--- config.mk ---
export PLATFORM = sky130hd
export DESIGN_NAME = tcw_apb
export DESIGN_NICKNAME = d
export VERILOG_FILES = /design/src/design/tcw_pkg.sv /design/src/design/tcw_apb.sv
export SDC_FILE = /design/constraint.sdc
export NUM_CORES = 1
export LEC_CHECK = 0
export BUFFER_PORTS_ARGS = -buffer_cell sky130_fd_sc_hd__buf_2
export CAP_MARGIN = 15
export CORE_AREA = 2 2 48 46
export DETAILED_ROUTE_END_ITERATION = 12
export DIE_AREA = 0 0 50 48
export PLACE_DENSITY_LB_ADDON = 0.15
export SLEW_MARGIN = 25
export SYNTH_ARGS = -nofsm -noshare
export SYNTH_HDL_FRONTEND = slang
export SYNTH_SLANG_ARGS = --single-unit
--- constraint.sdc ---
create_clock -name clk -period 1.4 [get_ports clk]
set_input_delay 0.28 -clock clk [delete_from_list [all_inputs] [get_ports clk]]
set_output_delay 0.28 -clock clk [all_outputs]
set_load 0.05 [all_outputs]
--- src/design/tcw_pkg.sv ---
`timescale 1ns / 1ps
`default_nettype none

package tcw_pkg;

	// Screen geometry
	localparam int COLUMNS = 40;
	localparam int ROWS    = 25;
	localparam int CELLS   = COLUMNS * ROWS;

	localparam int ADDR_W  = $clog2(CELLS);
	localparam int COL_W   = $clog2(COLUMNS);
	localparam int ROW_W   = $clog2(ROWS);

	// Beat field widths
	localparam int FUNC_W   = 1;
	localparam int CHAR_W   = 8;
	localparam int INDEX_W  = 10;
	localparam int CELL_W   = 16;
	localparam int OCOL_W   = 6;
	localparam int OROW_W   = 5;
	localparam int ATTR_W   = 8;

	// Index compare width: wide enough to hold CELLS itself
	localparam int IDX_X_W  = ((ADDR_W > INDEX_W) ? ADDR_W : INDEX_W) + 1;

	// Register file
	localparam int APB_ADDR_W = 3;
	localparam int APB_DATA_W = 32;
	localparam logic [0:0] REG_TEXT_ATTR = 1'b0;
	localparam logic [ATTR_W-1:0] ATTR_RESET = 8'h07;

	// Codes
	localparam logic [FUNC_W-1:0] FUNC_PUT  = 1'b0;
	localparam logic [FUNC_W-1:0] FUNC_READ = 1'b1;
	localparam logic [CHAR_W-1:0] NEWLINE   = 8'h0a;

	typedef enum logic [2:0] {
		ST_CLEAR,
		ST_IDLE,
		ST_READ,
		ST_SCROLL,
		ST_SCROLL_END
	} tcw_state_t;

	typedef struct packed {
		logic              we;
		logic [ADDR_W-1:0] waddr;
		logic [CELL_W-1:0] wdata;
		logic              re;
		logic [ADDR_W-1:0] raddr;
	} tcw_ram_req_t;

endpackage

`default_nettype wire

--- src/design/tcw_apb.sv ---
`timescale 1ns / 1ps
`default_nettype none

module tcw_apb (
	input  wire logic                               clk,
	input  wire logic                               arst_n,
	input  wire logic                               psel,
	input  wire logic                               penable,
	input  wire logic                               pwrite,
	input  wire logic [tcw_pkg::APB_ADDR_W-1:0]     paddr,
	input  wire logic [tcw_pkg::APB_DATA_W-1:0]     pwdata,
	output logic      [tcw_pkg::APB_DATA_W-1:0]     prdata,
	output logic                                    pready,
	output logic      [tcw_pkg::ATTR_W-1:0]         text_attr
);

	logic [tcw_pkg::ATTR_W-1:0] attr_q;
	logic                       hit_attr;

	// word index sits above the byte offset
	assign hit_attr = (paddr[tcw_pkg::APB_ADDR_W-1 -: 1] == tcw_pkg::REG_TEXT_ATTR);
	assign pready   = 1'b1;

	always_ff @(posedge clk or negedge arst_n) begin
		if (!arst_n) begin
			attr_q <= tcw_pkg::ATTR_RESET;
		end else if (psel && penable && pwrite && pready && hit_attr) begin
			attr_q <= pwdata[tcw_pkg::ATTR_W-1:0];
		end
	end

	always_comb begin
		prdata = '0;
		if (hit_attr) begin
			prdata = tcw_pkg::APB_DATA_W'(attr_q);
		end
	end

	assign text_attr = attr_q;

endmodule

`default_nettype wire

==> metrics.txt, run 1 <==
pre-CTS WS=0.2184 ns; post-route cell area=713.2 µm²; FF+latch count, synth=8; Lkg Pwr=0.4111 nW; I/O Pins=81; setup ws final=0.04696 ns; Row Count=15; worst-path maximum fanout=3; Pre-antenna DRT Iters=1; Clock Latency Late Sink=0.25 ns; clock root buffer=clkbuf_4; worst-path cell chain=and2b_2 -> buf_6; sequential-to-total area share from yosys stat=34.98%; cts bufs inserted=3; Largest register FFs=8; initial antenna violation count=0; routed via count=374; first-pass GRT wire length=1.338 mm; core footprint=1858 µm²; met1 Use GR=7.561%; WL final=967 µm; Max Slew Vio Count=0; # DRC=0; run status=finished clean; mapped cell area=583.1 µm²; routability cong.=0.5914; Cells after Synth=52; largest net degree at the start of global routing=10; total gr overflow=0; Netlist cell types=7; Post-Place Cell Area=658.1 µm²; commonest non-fill, non-tap cell in the layout=buf_2; arrival time at the worst endpoint=1.07 ns; M3 GR Usage=5.313%; setup bufs post-CTS=0; Crit Path Class=register to output pin; Power Dens Cells=1642 nW/µm²; Clock Path Buffers=2; Port Buf Inserts=29; nets=125; die area=2400 µm²; RSZ-0062 raised after global routing=false; TritonCTS clock tree=done; Total GRT Usage=8.236%; post-DP HPWL=807 µm; type of origin of the critical path=register; drt via density=3.431; layout cells sized above 1=61.90%; wire per inst=8.872 µm; Final Hold Viols=0; slack of the worst reg-to-reg path=0.62 ns; die height=48 µm; Hold Path Class=primary input to register; Tmin final=1.353 ns; Max Cap Viol=0; H-tree depth=1; Peak supply drop=0.6731 mV; vias in the first global route=333; Detail Route Antenna Nets=0; Diodes inserted=0; # setup viols final=0; yosys synthesis warning count=0; syn avg cell area=11.21 µm²; Setup Skew=0 ns; Core Util, Final=38.38%; Iter 0 DRT Violations=0; fin crit share=96.65%; worst stage delay on the critical path=0.53 ns; Setup TNS=0 ns; area grow syn2layout=22.32%; Worst EP required=1.12 ns; CTS sink cnt=8; met2 capacity usage during global routing=15.00%; CTS clk-pin slew, worst paths=0.06 ns; most used routing layer in global routing=met2; Starting Density=31.38%; most frequent cells in the layout=26 x buf_2, 25 x conb_1, 8 x and2b_2, 8 x mux2_2, 5 x dfrtp_1; FMAX=739.1 MHz; Crit. End Element=output pin; die width=50 µm; Fillers=206; Slowest-stage cell, CP=dfstp_2
## synth_stat cells
library cell | instances | area share [%]
dfrtp_1 | 5 | 21
dfstp_2 | 3 | 14
and2b_2 | 8 | 12
buf_4 | 25 | 32
nand4b_4 | 1 | 4.1
mux2_2 | 8 | 15
conb_1 | 2 | 1.3
## layout make-up
class	instances	area, µm²	area share (%)
clock buffer	4	26.28	3.684
sequential	8	203.9	28.60
timing repair buffer	30	173.9	24.39
multi-input combinational	42	277.8	38.95
tap	25	31.28	4.386
## layer usage
| metal | vias to the layer above | wire length, µm | share of wire (%) |
|---|---|---|---|
| met2 | 33 | 495 | 51 |
| met5 | - | 0 | 0 |
| met1 | 163 | 355 | 37 |
| li1 | 178 | - | - |
| met3 | 0 | 115 | 12 |
| met4 | 0 | 0 | 0 |
## power breakdown
part	total (mW)	leakage (nW)	switching, mW	internal (mW)
Clock	0.186	0.0150	0.0768	0.109
Sequential	0.330	0.0915	0.0333	0.297
Combinational	0.655	0.305	0.508	0.147
## timing repair
action | in CTS | in global routing
hold buffers | 1 | 0
gates cloned | 0 | 0
hold endpoints to repair | 5 | 0
pin swaps | 0 | 0
resized for setup | 3 | 3
endpoints found under the setup margin | 3 | 3
## worst max-delay path: cells and delay by family (launching register included)
family	cells	cell delay (ns)
buffers and inverters	1	0.15
DFF	1	0.53
and+or+nand+nor	1	0.14
## final timing paths
check | cells past startpoint | start | end
max reg2reg | 1 | text_attr[4]$_DFFE_PN0P_ | text_attr[4]$_DFFE_PN0P_
min in group asynchronous | 2 | arst_n | text_attr[5]$_DFFE_PN0P_
min | 2 | pwdata[5] | text_attr[5]$_DFFE_PN0P_
max | 2 | text_attr[2]$_DFFE_PN1P_ | prdata[2]
min reg2reg | 1 | text_attr[6]$_DFFE_PN0P_ | text_attr[6]$_DFFE_PN0P_
max in group asynchronous | 2 | arst_n | text_attr[0]$_DFFE_PN1P_
## kinds of logic after synthesis
| group | count (synthesis) | share of synthesized area, % |
|---|---|---|
| mux | 8 | 15.45 |
| flops | 8 | 34.98 |
| simple gates | 9 | 16.09 |
| buf+inv | 25 | 32.19 |
| other cells | 2 | 1.288 |
## metrics by stage
step	hold WS, ns	power [mW]	cells
after floorplan	-0.01559	0.9101	75
after global placement	0.1349	0.9662	104
after detailed placement	0.1347	0.9739	104
after CTS	0.2478	1.180	109
after global routing	0.2429	1.233	109
final	0.2573	1.171	109
(Power assumes the default switching activity.)
==> run 2, diff against run 1 <==
--- a/config.mk
+++ b/config.mk
@@ -7,9 +7,9 @@
 export LEC_CHECK = 0
 export BUFFER_PORTS_ARGS = -buffer_cell sky130_fd_sc_hd__buf_2
 export CAP_MARGIN = 15
-export CORE_AREA = 2 2 48 46
+export CORE_AREA = 2 2 50 47
 export DETAILED_ROUTE_END_ITERATION = 12
-export DIE_AREA = 0 0 50 48
+export DIE_AREA = 0 0 52 49
 export PLACE_DENSITY_LB_ADDON = 0.15
 export SLEW_MARGIN = 25
 export SYNTH_ARGS = -nofsm -noshare
==> constraint.sdc (replaced) <==
create_clock -name clk -period 1.45 [get_ports clk]
set_input_delay 0.29 -clock clk [delete_from_list [all_inputs] [get_ports clk]]
set_output_delay 0.29 -clock clk [all_outputs]
set_load 0.05 [all_outputs]
==> metrics.txt, run 2 (synthesized netlist as in run 1, its figures left out) <==
setup ws final=0.06112 ns; CTS clk-pin slew, worst paths=0.06 ns; WL final=1.035 mm; most frequent cells in the layout=26 x buf_2, 25 x conb_1, 8 x and2b_2, 8 x mux2_2, 5 x dfrtp_1; Row Count=16; FMAX=720.0 MHz; Tmin final=1.389 ns; # setup viols final=0; Final Hold Viols=0; nets=125; die width=52 µm; Lkg Pwr=0.4102 nW; Largest register FFs=8; CTS sink cnt=8; routed via count=401; TritonCTS clock tree=done; pre-CTS WS=0.2455 ns; I/O Pins=81; Reg2Reg Depth=1; wire per inst=9.324 µm; Total GRT Usage=8.908%; Starting Density=28.28%; cts bufs inserted=3; total gr overflow=0; post-route cell area=711.9 µm²; first-pass GRT wire length=1.587 mm; RSZ-0062 raised after global routing=false; arrival time at the worst endpoint=1.10 ns; Setup Skew=0 ns; Worst EP required=1.16 ns; Pre-antenna DRT Iters=2; die height=49 µm; die area=2548 µm²; H-tree depth=1; Crit. End Element=output pin; hold path cells=2; clock root buffer=clkbuf_4; commonest non-fill, non-tap cell in the layout=buf_2; routability cong.=0.5946; Peak supply drop=0.8966 mV; Hold Path Class=primary input to register; Crit Path Class=register to output pin; post-DP HPWL=813.7 µm; Iter 0 DRT Violations=1; worst-path maximum fanout=3; Detail Route Antenna Nets=0; run status=finished clean; # DRC=0; Max Cap Viol=0; Clock Latency Late Sink=0.25 ns; Power Dens Cells=1594 nW/µm²; Port Buf Inserts=29; drt via density=3.613; Fillers=228; area grow syn2layout=22.10%; Clock Path Buffers=2; Diodes inserted=0; Setup TNS=0 ns; vias in the first global route=353; final cell count without fillers=111; Max Slew Vio Count=0; core footprint=2062 µm²; fin crit share=95.78%; layout cells sized above 1=61.90%; largest net degree at the start of global routing=10; Post-Place Cell Area=660.6 µm²; type of origin of the critical path=register; initial antenna violation count=0; Cell Count Post-Placement=106
## run 2: cell counts in the layout (fill, tap and decap cells not counted)
No cell type changed its count.
## run 2: layout make-up
class	instances	area, µm²	share of cell area [%]
Multi-Input combinational cell	42	277.8	39.02
Tap cell	27	33.78	4.745
Clock buffer	4	26.28	3.691
Timing Repair Buffer	30	170.2	23.90
Sequential cell	8	203.9	28.65
## run 2: critical path, cell delays in order, from the launching register on
cell and delay [ns]:
dfstp_2 0.53, and2b_2 0.13, buf_4 0.18
## run 2: metal layers
metal	global-route usage, %	up-vias	wire length, µm
li1	-	179	-
met1	8.779	187	352
met2	14.35	33	531
met3	5.828	2	138
met4	3.947	0	13
met5	0	-	0
## run 2: worst paths after layout
kind                                               start  slack, ns                        to
min in group asynchronous                         arst_n       0.41  text_attr[5]$_DFFE_PN0P_
worst max register to register  text_attr[5]$_DFFE_PN0P_       0.68  text_attr[5]$_DFFE_PN0P_
worst min register to register  text_attr[4]$_DFFE_PN0P_       0.53  text_attr[4]$_DFFE_PN0P_
worst min-delay path                           pwdata[4]       0.26  text_attr[4]$_DFFE_PN0P_
worst max-delay path            text_attr[1]$_DFFE_PN1P_       0.06                 prdata[1]
max in group asynchronous                         arst_n       0.80  text_attr[2]$_DFFE_PN1P_
## run 2: timing repair
item | 4_1_cts | 5_1_grt
resized for setup | 3 | 2
setup buffers | 0 | 0
hold buffers | 1 | 0
setup endpoints to repair | 3 | 2
hold endpoints to repair | 5 | 0
## run 2: per-stage QoR
| stage | hold WS (ns) | utilization [%] | total power [mW] |
|---|---|---|---|
| detailed placement | 0.1439 | 32.04 | 0.9405 |
| global route | 0.2384 | 34.53 | 1.196 |
| finish | 0.2620 | 34.53 | 1.135 |
| CTS | 0.2536 | 34.16 | 1.140 |
| global placement | 0.1448 | 32.04 | 0.9346 |
| floorplan | -0.005591 | - | 0.8787 |
## run 2: power by group
part,total [mW],leakage [nW],switching [mW],internal (mW)
logic,0.631,0.304,0.491,0.139
registers,0.321,0.0915,0.0342,0.287
clock network,0.183,0.0150,0.0779,0.105
==> run 3, diff against run 2 <==
--- a/config.mk
+++ b/config.mk
@@ -10,7 +10,8 @@
 export CORE_AREA = 2 2 50 47
 export DETAILED_ROUTE_END_ITERATION = 12
 export DIE_AREA = 0 0 52 49
-export PLACE_DENSITY_LB_ADDON = 0.15
+export PLACE_DENSITY_LB_ADDON = 0.12
+export SETUP_SLACK_MARGIN = 0.15
 export SLEW_MARGIN = 25
 export SYNTH_ARGS = -nofsm -noshare
 export SYNTH_HDL_FRONTEND = slang
==> metrics.txt, run 3 (synthesized netlist as in run 1, its figures left out) <==
run status=finished clean; Final Hold Viols=0; sequential share of power=26.8%; # DRC=0; Diodes inserted=0; die height=49 µm; vias in the first global route=342; Starting Density=28.28%; Clock Latency Late Sink=0.25 ns; Crit. End Element=output pin; Core Util, Final=37.50%; nets=125; # setup viols final=0; Crit Path Class=register to output pin; Int Power=587.9 µW; Max Cap Viol=0; routed via count=404; Clock Power Share=15.3%; initial antenna violation count=0; RSZ-0062 raised after global routing=true; Lkg Pwr=0.4222 nW; Gate power share=57.9%; setup bufs post-CTS=0; Post-Place Cell Area=664.4 µm²; area grow syn2layout=32.62%; drt via density=3.640; Largest register FFs=8; Row Count=16; Detail Route Antenna Nets=0; wire per inst=9.541 µm; CTS sink cnt=8; Port Buf Inserts=29; H-tree depth=1; TritonCTS clock tree=done; FMAX=725.9 MHz; die area=2548 µm²; most frequent cells in the layout=25 x conb_1, 18 x buf_2, 8 x mux2_2, 6 x buf_6; arrival time at the worst endpoint=1.09 ns; P_sw=612.1 µW; Setup Skew=0 ns; cts bufs inserted=3; routability cong.=0.5946; FF-to-FF Start=text_attr[3]$_DFFE_PN0P_; Switching Share=51.01%; Setup TNS=0 ns; fin crit share=95.00%; setup ws final=0.07243 ns; Critical path origin=text_attr[0]$_DFFE_PN1P_; first-pass GRT wire length=1.614 mm; Pre-antenna DRT Iters=1; total gr overflow=0; largest net degree at the start of global routing=10; WL final=1.059 mm; hold_sp=pwdata[1]; pre-CTS WS=0.2171 ns; Worst EP required=1.16 ns; Power Dens Cells=1552 nW/µm²; commonest non-fill, non-tap cell in the layout=conb_1; Total GRT Usage=9.017%; Max Slew Vio Count=0; core footprint=2062 µm²; Clock Path Buffers=2; worst-path maximum fanout=3; post-route cell area=773.2 µm²; layout cells sized above 1=61.90%; Peak supply drop=0.5988 mV; CTS clk-pin slew, worst paths=0.06 ns; post-DP HPWL=784.1 µm; Tmin final=1.378 ns; Iter 0 DRT Violations=0; die width=52 µm; I/O Pins=81; type of origin of the critical path=register; Hold Path Class=primary input to register; clock root buffer=clkbuf_4
run 3: cell types whose count changed in the layout (fill, tap and decap cells not counted):
cell and change:
buf_6 +4, and2b_4 +3, buf_2 -8, and2b_2 -3, buf_8 +3, buf_4 +1
run 3: layer usage:
layer  global-route usage, %  up-vias  wire length [µm]
met2                   15.40       34               557
li1                        -      179                 -
met3                   5.521        0               114
met4                   1.316        0                 0
met5                       0        -                 0
met1                   9.488      191               386
run 3: area by class of cell:
type                            instances  area [µm²]
Multi-Input combinational cell         42       281.5
Clock buffer                            4       26.28
Tap cell                               27       33.78
Timing Repair Buffer                   30       227.7
Sequential cell                         8       203.9
Fill cell                             212        1289
run 3: repair_timing:
action                                 4_1_cts  5_1_grt
setup endpoints to repair                   11       11
hold buffers                                 1        0
endpoints found under the hold margin        5        0
gates resized for setup                     21        3
run 3: worst paths after layout:
check | slack, ns | cells after the start | endpoint
worst max-delay path | 0.07 | 2 | prdata[0]
worst min-delay path | 0.26 | 2 | text_attr[1]$_DFFE_PN1P_
max in group asynchronous | 0.77 | 2 | text_attr[2]$_DFFE_PN1P_
min in group asynchronous | 0.43 | 2 | text_attr[6]$_DFFE_PN0P_
worst min register to register | 0.52 | 1 | text_attr[7]$_DFFE_PN0P_
worst max register to register | 0.68 | 1 | text_attr[3]$_DFFE_PN0P_
run 3: critical path, stage by stage (launching register included):
cell and delay (ns):
dfstp_2 0.55, and2b_4 0.16, buf_8 0.14
run 3: stage by stage:
step	total power, mW	instances	hold slack (ns)
final	1.200	111	0.2629
after global routing	1.273	111	0.2483
after CTS	1.205	111	0.2552
after detailed placement	0.9462	106	0.1450
after global placement	0.9415	106	0.1484
after floorplan	0.8874	75	-0.005591
run 3: power groups by stage:
| stage | combinational (mW) | clock [mW] | sequential (mW) |
|---|---|---|---|
| CTS | 0.689 | 0.196 | 0.320 |
| floorplan | 0.388 | 0 | 0.499 |
| global placement | 0.621 | 0 | 0.320 |
| detailed placement | 0.623 | 0 | 0.323 |
| global route | 0.721 | 0.219 | 0.333 |
| finish | 0.695 | 0.184 | 0.322 |
