**src/design/tcw_pkg.sv**
```systemverilog
`timescale 1ns / 1ps
`default_nettype none

package tcw_pkg;

	// Screen geometry
	localparam int COLUMNS = 40;
	localparam int ROWS    = 25;
	localparam int CELLS   = COLUMNS * ROWS;

	localparam int ADDR_W  = $clog2(CELLS);
	localparam int COL_W   = $clog2(COLUMNS);
	localparam int ROW_W   = $clog2(ROWS);

	// Beat field widths
	localparam int FUNC_W   = 1;
	localparam int CHAR_W   = 8;
	localparam int INDEX_W  = 10;
	localparam int CELL_W   = 16;
	localparam int OCOL_W   = 6;
	localparam int OROW_W   = 5;
	localparam int ATTR_W   = 8;

	// Index compare width: wide enough to hold CELLS itself
	localparam int IDX_X_W  = ((ADDR_W > INDEX_W) ? ADDR_W : INDEX_W) + 1;

	// Register file
	localparam int APB_ADDR_W = 3;
	localparam int APB_DATA_W = 32;
	localparam logic [0:0] REG_TEXT_ATTR = 1'b0;
	localparam logic [ATTR_W-1:0] ATTR_RESET = 8'h07;

	// Codes
	localparam logic [FUNC_W-1:0] FUNC_PUT  = 1'b0;
	localparam logic [FUNC_W-1:0] FUNC_READ = 1'b1;
	localparam logic [CHAR_W-1:0] NEWLINE   = 8'h0a;

	typedef enum logic [2:0] {
		ST_CLEAR,
		ST_IDLE,
		ST_READ,
		ST_SCROLL,
		ST_SCROLL_END
	} tcw_state_t;

	typedef struct packed {
		logic              we;
		logic [ADDR_W-1:0] waddr;
		logic [CELL_W-1:0] wdata;
		logic              re;
		logic [ADDR_W-1:0] raddr;
	} tcw_ram_req_t;

endpackage

`default_nettype wire

```
**src/design/tcw_ifs.sv**
```systemverilog
`timescale 1ns / 1ps
`default_nettype none

interface tcw_cmd_if;
	logic                           valid;
	logic                           ready;
	logic [tcw_pkg::FUNC_W-1:0]     func;
	logic [tcw_pkg::CHAR_W-1:0]     char_code;
	logic [tcw_pkg::INDEX_W-1:0]    cell_index;

	modport source (output valid, func, char_code, cell_index, input ready);
	modport sink   (input valid, func, char_code, cell_index, output ready);
endinterface

interface tcw_rsp_if;
	logic                           valid;
	logic                           ready;
	logic [tcw_pkg::CELL_W-1:0]     read_data;
	logic [tcw_pkg::OCOL_W-1:0]     cursor_column;
	logic [tcw_pkg::OROW_W-1:0]     cursor_row;
	logic                           scrolled;

	modport source (output valid, read_data, cursor_column, cursor_row, scrolled, input ready);
	modport sink   (input valid, read_data, cursor_column, cursor_row, scrolled, output ready);
endinterface

`default_nettype wire

```
**src/design/tcw_ctrl.sv**
```systemverilog
`timescale 1ns / 1ps
`default_nettype none

module tcw_ctrl (
	input  wire logic                           clk,
	input  wire logic                           arst_n,
	tcw_cmd_if.sink                             cmd,
	tcw_rsp_if.source                           rsp,
	input  wire logic [tcw_pkg::ATTR_W-1:0]     text_attr,
	output tcw_pkg::tcw_ram_req_t               ram_req,
	input  wire logic [tcw_pkg::CELL_W-1:0]     ram_rdata
);

	localparam int AW = tcw_pkg::ADDR_W;
	localparam int CW = tcw_pkg::COL_W;
	localparam int RW = tcw_pkg::ROW_W;
	localparam int XW = tcw_pkg::IDX_X_W;

	tcw_pkg::tcw_state_t state_q, state_d;

	logic [AW-1:0] cnt_q, cnt_d;
	logic [CW-1:0] col_q, col_d;
	logic [RW-1:0] row_q, row_d;

	// result register
	logic                       ov_q;
	logic [tcw_pkg::CELL_W-1:0] o_data_q;
	logic [tcw_pkg::OCOL_W-1:0] o_col_q;
	logic [tcw_pkg::OROW_W-1:0] o_row_q;
	logic                       o_scr_q;

	// scroll copy stage: read issued in s0, write back in s1
	logic          cp_v_s1;
	logic          cp_blank_s1;
	logic [AW-1:0] cp_addr_s1;
	logic          rd_oor_s1;

	logic                       out_free;
	logic                       acc;
	logic                       out_load;
	logic [tcw_pkg::CELL_W-1:0] out_data_d;
	logic                       out_scr_d;
	logic [AW-1:0]              pos;
	logic                       wrap;
	logic                       last_row;
	logic                       do_scroll;
	logic [XW-1:0]              idx_x;
	logic                       idx_oor;

	assign out_free = !ov_q || rsp.ready;
	assign cmd.ready = (state_q == tcw_pkg::ST_IDLE) && out_free;
	assign acc = cmd.valid && cmd.ready;

	assign pos      = AW'(row_q) * AW'(tcw_pkg::COLUMNS) + AW'(col_q);
	assign wrap     = (col_q == CW'(tcw_pkg::COLUMNS - 1)) || (cmd.char_code == tcw_pkg::NEWLINE);
	assign last_row = (row_q == RW'(tcw_pkg::ROWS - 1));
	assign do_scroll = wrap && last_row;

	assign idx_x   = XW'(cmd.cell_index);
	assign idx_oor = (idx_x >= XW'(tcw_pkg::CELLS));

	always_ff @(posedge clk or negedge arst_n) begin
		if (!arst_n) begin
			state_q <= tcw_pkg::ST_CLEAR;
			cnt_q   <= '0;
			col_q   <= '0;
			row_q   <= '0;
			ov_q    <= 1'b0;
			cp_v_s1 <= 1'b0;
		end else begin
			state_q <= state_d;
			cnt_q   <= cnt_d;
			col_q   <= col_d;
			row_q   <= row_d;
			ov_q    <= out_load ? 1'b1 : (rsp.ready ? 1'b0 : ov_q);
			cp_v_s1 <= (state_q == tcw_pkg::ST_SCROLL);
		end
	end

	always_ff @(posedge clk) begin
		cp_blank_s1 <= (cnt_q >= AW'(tcw_pkg::CELLS - tcw_pkg::COLUMNS));
		cp_addr_s1  <= cnt_q;
		if (acc) begin
			rd_oor_s1 <= idx_oor;
		end
		if (out_load) begin
			o_data_q <= out_data_d;
			o_col_q  <= tcw_pkg::OCOL_W'(col_d);
			o_row_q  <= tcw_pkg::OROW_W'(row_d);
			o_scr_q  <= out_scr_d;
		end
	end

	always_comb begin
		state_d    = state_q;
		cnt_d      = cnt_q;
		col_d      = col_q;
		row_d      = row_q;
		out_load   = 1'b0;
		out_data_d = '0;
		out_scr_d  = 1'b0;
		ram_req    = '0;

		// copy / blank write-back during a scroll
		if (cp_v_s1) begin
			ram_req.we    = 1'b1;
			ram_req.waddr = cp_addr_s1;
			ram_req.wdata = cp_blank_s1 ? {text_attr, tcw_pkg::CHAR_W'(0)} : ram_rdata;
		end

		case (state_q)
			tcw_pkg::ST_CLEAR: begin
				ram_req.we    = 1'b1;
				ram_req.waddr = cnt_q;
				ram_req.wdata = '0;
				cnt_d         = cnt_q + AW'(1);
				if (cnt_q == AW'(tcw_pkg::CELLS - 1)) begin
					cnt_d   = '0;
					state_d = tcw_pkg::ST_IDLE;
				end
			end
			tcw_pkg::ST_IDLE: begin
				if (acc) begin
					if (cmd.func == tcw_pkg::FUNC_PUT) begin
						ram_req.we    = 1'b1;
						ram_req.waddr = pos;
						ram_req.wdata = {text_attr, cmd.char_code};
						col_d = wrap ? '0 : col_q + CW'(1);
						row_d = (wrap && !last_row) ? row_q + RW'(1) : row_q;
						if (do_scroll) begin
							cnt_d   = '0;
							state_d = tcw_pkg::ST_SCROLL;
						end else begin
							out_load = 1'b1;
						end
					end else begin
						ram_req.re    = 1'b1;
						ram_req.raddr = idx_x[AW-1:0];
						state_d       = tcw_pkg::ST_READ;
					end
				end
			end
			tcw_pkg::ST_READ: begin
				out_load   = 1'b1;
				out_data_d = rd_oor_s1 ? '0 : ram_rdata;
				state_d    = tcw_pkg::ST_IDLE;
			end
			tcw_pkg::ST_SCROLL: begin
				if (cnt_q < AW'(tcw_pkg::CELLS - tcw_pkg::COLUMNS)) begin
					ram_req.re    = 1'b1;
					ram_req.raddr = cnt_q + AW'(tcw_pkg::COLUMNS);
				end
				cnt_d = cnt_q + AW'(1);
				if (cnt_q == AW'(tcw_pkg::CELLS - 1)) begin
					cnt_d   = '0;
					state_d = tcw_pkg::ST_SCROLL_END;
				end
			end
			tcw_pkg::ST_SCROLL_END: begin
				out_load  = 1'b1;
				out_scr_d = 1'b1;
				state_d   = tcw_pkg::ST_IDLE;
			end
			default: begin
				state_d = tcw_pkg::ST_IDLE;
			end
		endcase
	end

	assign rsp.valid         = ov_q;
	assign rsp.read_data     = o_data_q;
	assign rsp.cursor_column = o_col_q;
	assign rsp.cursor_row    = o_row_q;
	assign rsp.scrolled      = o_scr_q;

	// a put that wraps off the last row must enter the scroll sweep
	a_scroll_entry: assert property (@(posedge clk) disable iff (!arst_n)
		acc && (cmd.func == tcw_pkg::FUNC_PUT) && do_scroll |=> state_q == tcw_pkg::ST_SCROLL)
		else $error("scroll not started");

	// result register is never overwritten while a beat is pending
	a_no_clobber: assert property (@(posedge clk) disable iff (!arst_n)
		out_load |-> out_free)
		else $error("result overwritten");

	// copy writes land exactly one row above the read issued in the cycle before
	a_copy_addr: assert property (@(posedge clk) disable iff (!arst_n)
		cp_v_s1 && !cp_blank_s1 |-> cp_addr_s1 + AW'(tcw_pkg::COLUMNS) == $past(ram_req.raddr))
		else $error("scroll copy address skew");

	// after a scroll the cursor sits at the start of the last row
	a_scroll_cursor: assert property (@(posedge clk) disable iff (!arst_n)
		state_q == tcw_pkg::ST_SCROLL_END |->
			(row_q == RW'(tcw_pkg::ROWS - 1)) && (col_q == '0))
		else $error("cursor not parked after scroll");

endmodule

`default_nettype wire
```
**src/flat_wrapper.sv**
```systemverilog
// flat-port wrapper written by rule: the top's interface ports become plain ports
module tcw_ctrl_flat 
  (clk, arst_n, text_attr, ram_req, ram_rdata, cmd_valid, cmd_func, cmd_char_code, cmd_cell_index, cmd_ready, rsp_valid, rsp_read_data, rsp_cursor_column, rsp_cursor_row, rsp_scrolled, rsp_ready);
  tcw_cmd_if cmd_i ();
  tcw_rsp_if rsp_i ();
  input  wire logic clk;
  input  wire logic arst_n;
  input  wire logic [tcw_pkg::ATTR_W-1:0] text_attr;
  output tcw_pkg::tcw_ram_req_t ram_req;
  input  wire logic [tcw_pkg::CELL_W-1:0] ram_rdata;
  input wire logic [$bits(cmd_i.valid)-1:0] cmd_valid;
  input wire logic [$bits(cmd_i.func)-1:0] cmd_func;
  input wire logic [$bits(cmd_i.char_code)-1:0] cmd_char_code;
  input wire logic [$bits(cmd_i.cell_index)-1:0] cmd_cell_index;
  output wire logic [$bits(cmd_i.ready)-1:0] cmd_ready;
  output wire logic [$bits(rsp_i.valid)-1:0] rsp_valid;
  output wire logic [$bits(rsp_i.read_data)-1:0] rsp_read_data;
  output wire logic [$bits(rsp_i.cursor_column)-1:0] rsp_cursor_column;
  output wire logic [$bits(rsp_i.cursor_row)-1:0] rsp_cursor_row;
  output wire logic [$bits(rsp_i.scrolled)-1:0] rsp_scrolled;
  input wire logic [$bits(rsp_i.ready)-1:0] rsp_ready;
  assign cmd_i.valid = cmd_valid;
  assign cmd_i.func = cmd_func;
  assign cmd_i.char_code = cmd_char_code;
  assign cmd_i.cell_index = cmd_cell_index;
  assign cmd_ready = cmd_i.ready;
  assign rsp_valid = rsp_i.valid;
  assign rsp_read_data = rsp_i.read_data;
  assign rsp_cursor_column = rsp_i.cursor_column;
  assign rsp_cursor_row = rsp_i.cursor_row;
  assign rsp_scrolled = rsp_i.scrolled;
  assign rsp_i.ready = rsp_ready;
  tcw_ctrl u_core (.clk(clk), .arst_n(arst_n), .cmd(cmd_i), .rsp(rsp_i), .text_attr(text_attr), .ram_req(ram_req), .ram_rdata(ram_rdata));
endmodule
```
**config.mk**
```make
export PLATFORM = sky130hd
export DESIGN_NAME = tcw_ctrl_flat
export DESIGN_NICKNAME = d
export VERILOG_FILES = /design/src/design/tcw_pkg.sv /design/src/design/tcw_ifs.sv /design/src/design/tcw_ctrl.sv /design/src/flat_wrapper.sv
export SDC_FILE = /design/constraint.sdc
export NUM_CORES = 1
export LEC_CHECK = 0
export ABC_CLOCK_PERIOD_IN_PS = 4900
export BUFFER_PORTS_ARGS = -buffer_cell sky130_fd_sc_hd__buf_2
export CORE_MARGIN = 2
export CORE_UTILIZATION = 40
export CTS_CLUSTER_DIAMETER = 30
export DETAILED_ROUTE_END_ITERATION = 10
export GPL_TIMING_DRIVEN = 0
export HOLD_SLACK_MARGIN = 0.12
export SLEW_MARGIN = 20
export SYNTH_ARGS = -nofsm -noshare
export SYNTH_HDL_FRONTEND = slang
export SYNTH_SLANG_ARGS = --single-unit
```
**constraint.sdc**
```tcl
create_clock -name clk -period 4.9 [get_ports clk]
set_clock_uncertainty 0.15 [all_clocks]
set_input_delay 0.49 -clock clk [delete_from_list [all_inputs] [get_ports clk]]
set_output_delay 0.49 -clock clk [all_outputs]
set_load 0.005 [all_outputs]
```
==> impl_metrics.toml <==
[global_routing]
grtUsageTotal = 0.201
antenna_found_initial = 0
grt_pass1_wl_um = 16000
overflow = 0
grt_max_degree = 27
grt_pass1_vias = 3253

[cells_and_area]
post-route-util = 0.517
final_net_count = 565
multi_input_area_mm2 = 0.00187
final_common_cell = "buf_2"
final_cell_mix = "121 x buf_2, 29 x nand2_1, 29 x o21ai_0, 29 x edfxtp_1, 26 x dfrtp_1"
register_area_mm2 = 0.00174
areaGrowthSynthToFinish_pct = 25.7
diodes = 0
nFillCells = 868
drive_gt1_frac = 0.294

[synthesis]
synth_warnings = 0
synth_cells = 375
synthTopCellsByArea = "edfxtp_1 23%, dfrtp_1 17%, dfxtp_1 5.8%"
seq_area_frac_synth = 0.460
synth_seq_cells = 66
yosys.area.top_type = "edfxtp_1"
synth_top_area_frac = 0.230
synthFlopType = "edfxtp_1"
synth_edf_count = 29
syn_nets = 438
avgSynthCellArea_um2 = 10.1
async_flop_share = 0.394
synth_cell_types = 56
netlist_area_mm2 = 0.00378

[critical_path]
cp.required_ns = 4.26
cp.arrival_ns = 3.00
setup.worst_path.start = "u_core.row_q[1]"
cp-start-kind = "flop"
r2r_start = "u_core.col_q[0]"
path_max_fanout = 6
criticalPathCategory = "reg -> out"
crit_path_end_kind = "output port"

[route]
wl_per_cell_um = 16.4
initialDrtViolationCount = 136
dr_total_vias = 3334
via_per_inst = 5.39
first_pass_iters = 5
drt_wl_total_um = 10100
antenna_left = 0
drc_errors = 0

[place]
port_buffers = 114
dpl_worst_slack_ns = 1.64
hpwl_um = 7770
gp_congestion = 0.857

[run]
cap_violations = 0

[floorplanning]
die_area_mm2 = 0.0102
ioPinCount = 115
die_w_um = 101
die_height_um = 101
initial_core_util = 0.411
fp.coreArea_mm2 = 0.00920
rows = 35

[clock_tree]
clock_sinks = 66
cts_max_level = 3
insertion_delay_ns = 0.34
numCtsBuffers = 9
root_buffer = "clkbuf_8"
cts_tree = "done"
clock_path_buffers = 2
clkTransAtPathRegs_ns = 0.06

[min_path]
hold_class = "reg -> reg"
hp-start = "u_core.cnt_q[6]"

[sta]
fmax_mhz = 275
slew_headroom = 0.421
final.setup.worst_slack_ns = 1.26
min_period_over_period = 0.742
maxSlewViolCount = 0
finalSetupViolations = 0
finalCriticalPeriod_ns = 3.64
worstMarginPinSlew_ns = 0.865
hold_viol_final = 0
rsz0062_at_grt = "no"

[status]
status = "complete, no violations"

[power_and_ir_drop]
p_leak_nw = 2.16
power_w = 0.00236
powerDensity_mw_per_mm2 = 497
vdd_drop_max_mv = 0.213
==> through the flow <==
step,area [um^2],setup TNS (ns),hold slack (ns),instances
after floorplan,3780,0,0.0444,375
after CTS,4750,0,0.223,618
after detailed placement,4530,0,0.208,601
final,4750,0,0.220,618
after global placement,4490,-13.73,0.194,600
after global routing,4750,0,0.234,618
==> path summary, 6_finish.rpt <==
kind / cells past startpoint / end / slack (ns)
max in group asynchronous: 2 / u_core.state_q[1] / 3.65
worst max-delay path: 9 / ram_req[36] / 1.26
worst min register to register: 0 / u_core.cp_addr_s1[6] / 0.22
worst min-delay path: 0 / u_core.cp_addr_s1[6] / 0.22
worst max register to register: 7 / u_core.rsp.cursor_row[0] / 2.03
min in group asynchronous: 2 / u_core.cnt_q[1] / 0.55
==> final cells by class <==
| cell class | count | area share |
|---|---|---|
| multi-input combinational | 264 | 0.394 |
| inverter | 24 | 0.0190 |
| sequential | 66 | 0.366 |
| timing repair buffer | 116 | 0.128 |
| buffer | 21 | 0.0192 |
| tap | 111 | 0.0292 |
| clock inverter | 3 | 0.0134 |
| clock buffer | 13 | 0.0313 |
==> cells in the mapped netlist (all sizes together) (3+ instances only) <==
library cell / number
a31oi: 4
nor2: 13
dfrtp: 26
and4: 4
a22o: 15
inv: 24
a222oi: 3
nand3: 13
nor2b: 3
a22oi: 7
xnor2: 5
o211ai: 7
o2bb2ai: 5
edfxtp: 29
or3: 4
nor3: 6
o21ai: 30
dfxtp: 11
clkbuf: 12
a21o: 3
and3: 4
nand2: 29
buf: 9
ha: 14
nand2b: 7
mux2i: 3
mux2: 6
nand4: 10
and2: 20
a21oi: 9
xor2: 8
==> flip-flops by register name, indices dropped and copies added (netlist names) <==
register	count
u_core.rsp.read_data	16
u_core.cnt_q	10
u_core.cp_addr_s1	10
u_core.col_q	6
u_core.rsp.cursor_column	6
u_core.row_q	5
u_core.rsp.cursor_row	5
u_core.state_q	3
u_core.cp_blank_s1	1
u_core.cp_v_s1	1
u_core.rd_oor_s1	1
u_core.rsp.scrolled	1
u_core.rsp.valid	1
==> worst max-delay path, stage by stage, from the launching register on <==
cell and delay [ns]:
dfrtp_1 0.45, ha_1 0.32, ha_1 0.22, inv_1 0.07, fa_1 0.44, nand2b_1 0.19, a211oi_1 0.31, xnor3_1 0.38
o21ai_0 0.15, buf_2 0.14
==> what timing repair did <==
item	CTS	global route
endpoints found under the hold margin	26	0
hold buffers	1	0
resized for setup	0	0
setup endpoints to repair	0	0
buffers inserted	0	0
==> cell families (layout without fill, tap and decap cells) <==
| kind of cell | Yosys count | count (layout) | share of synthesized area |
|---|---|---|---|
| AO/OA/AOI/OAI | 96 | 96 | 0.177 |
| XOR/XNOR | 14 | 14 | 0.0361 |
| adder cells (fa/ha/maj) | 16 | 16 | 0.0569 |
| flip-flops | 66 | 66 | 0.460 |
| AND/OR/NAND/NOR | 129 | 129 | 0.195 |
| buffers and inverters | 45 | 177 | 0.0480 |
| multiplexers | 9 | 9 | 0.0258 |
==> layer usage <==
| layer | up-vias | global-route usage | part of all wire |
|---|---|---|---|
| li1 | 1641 | - | - |
| met1 | 1577 | 0.269 | 0.44 |
| met2 | 102 | 0.331 | 0.50 |
| met3 | 14 | 0.0338 | 0.047 |
| met4 | 0 | 0.0676 | 0.014 |
| met5 | - | 0 | 0 |
==> report_power, final <==
part	leakage [nW]	total, W	internal (W)	switching [W]
Combinational	1.38	0.00100	0.000406	0.000596
Clock	0.105	0.000497	0.000300	0.000197
Sequential	0.671	0.000862	0.000761	0.000102
(Power assumes the default switching activity.)
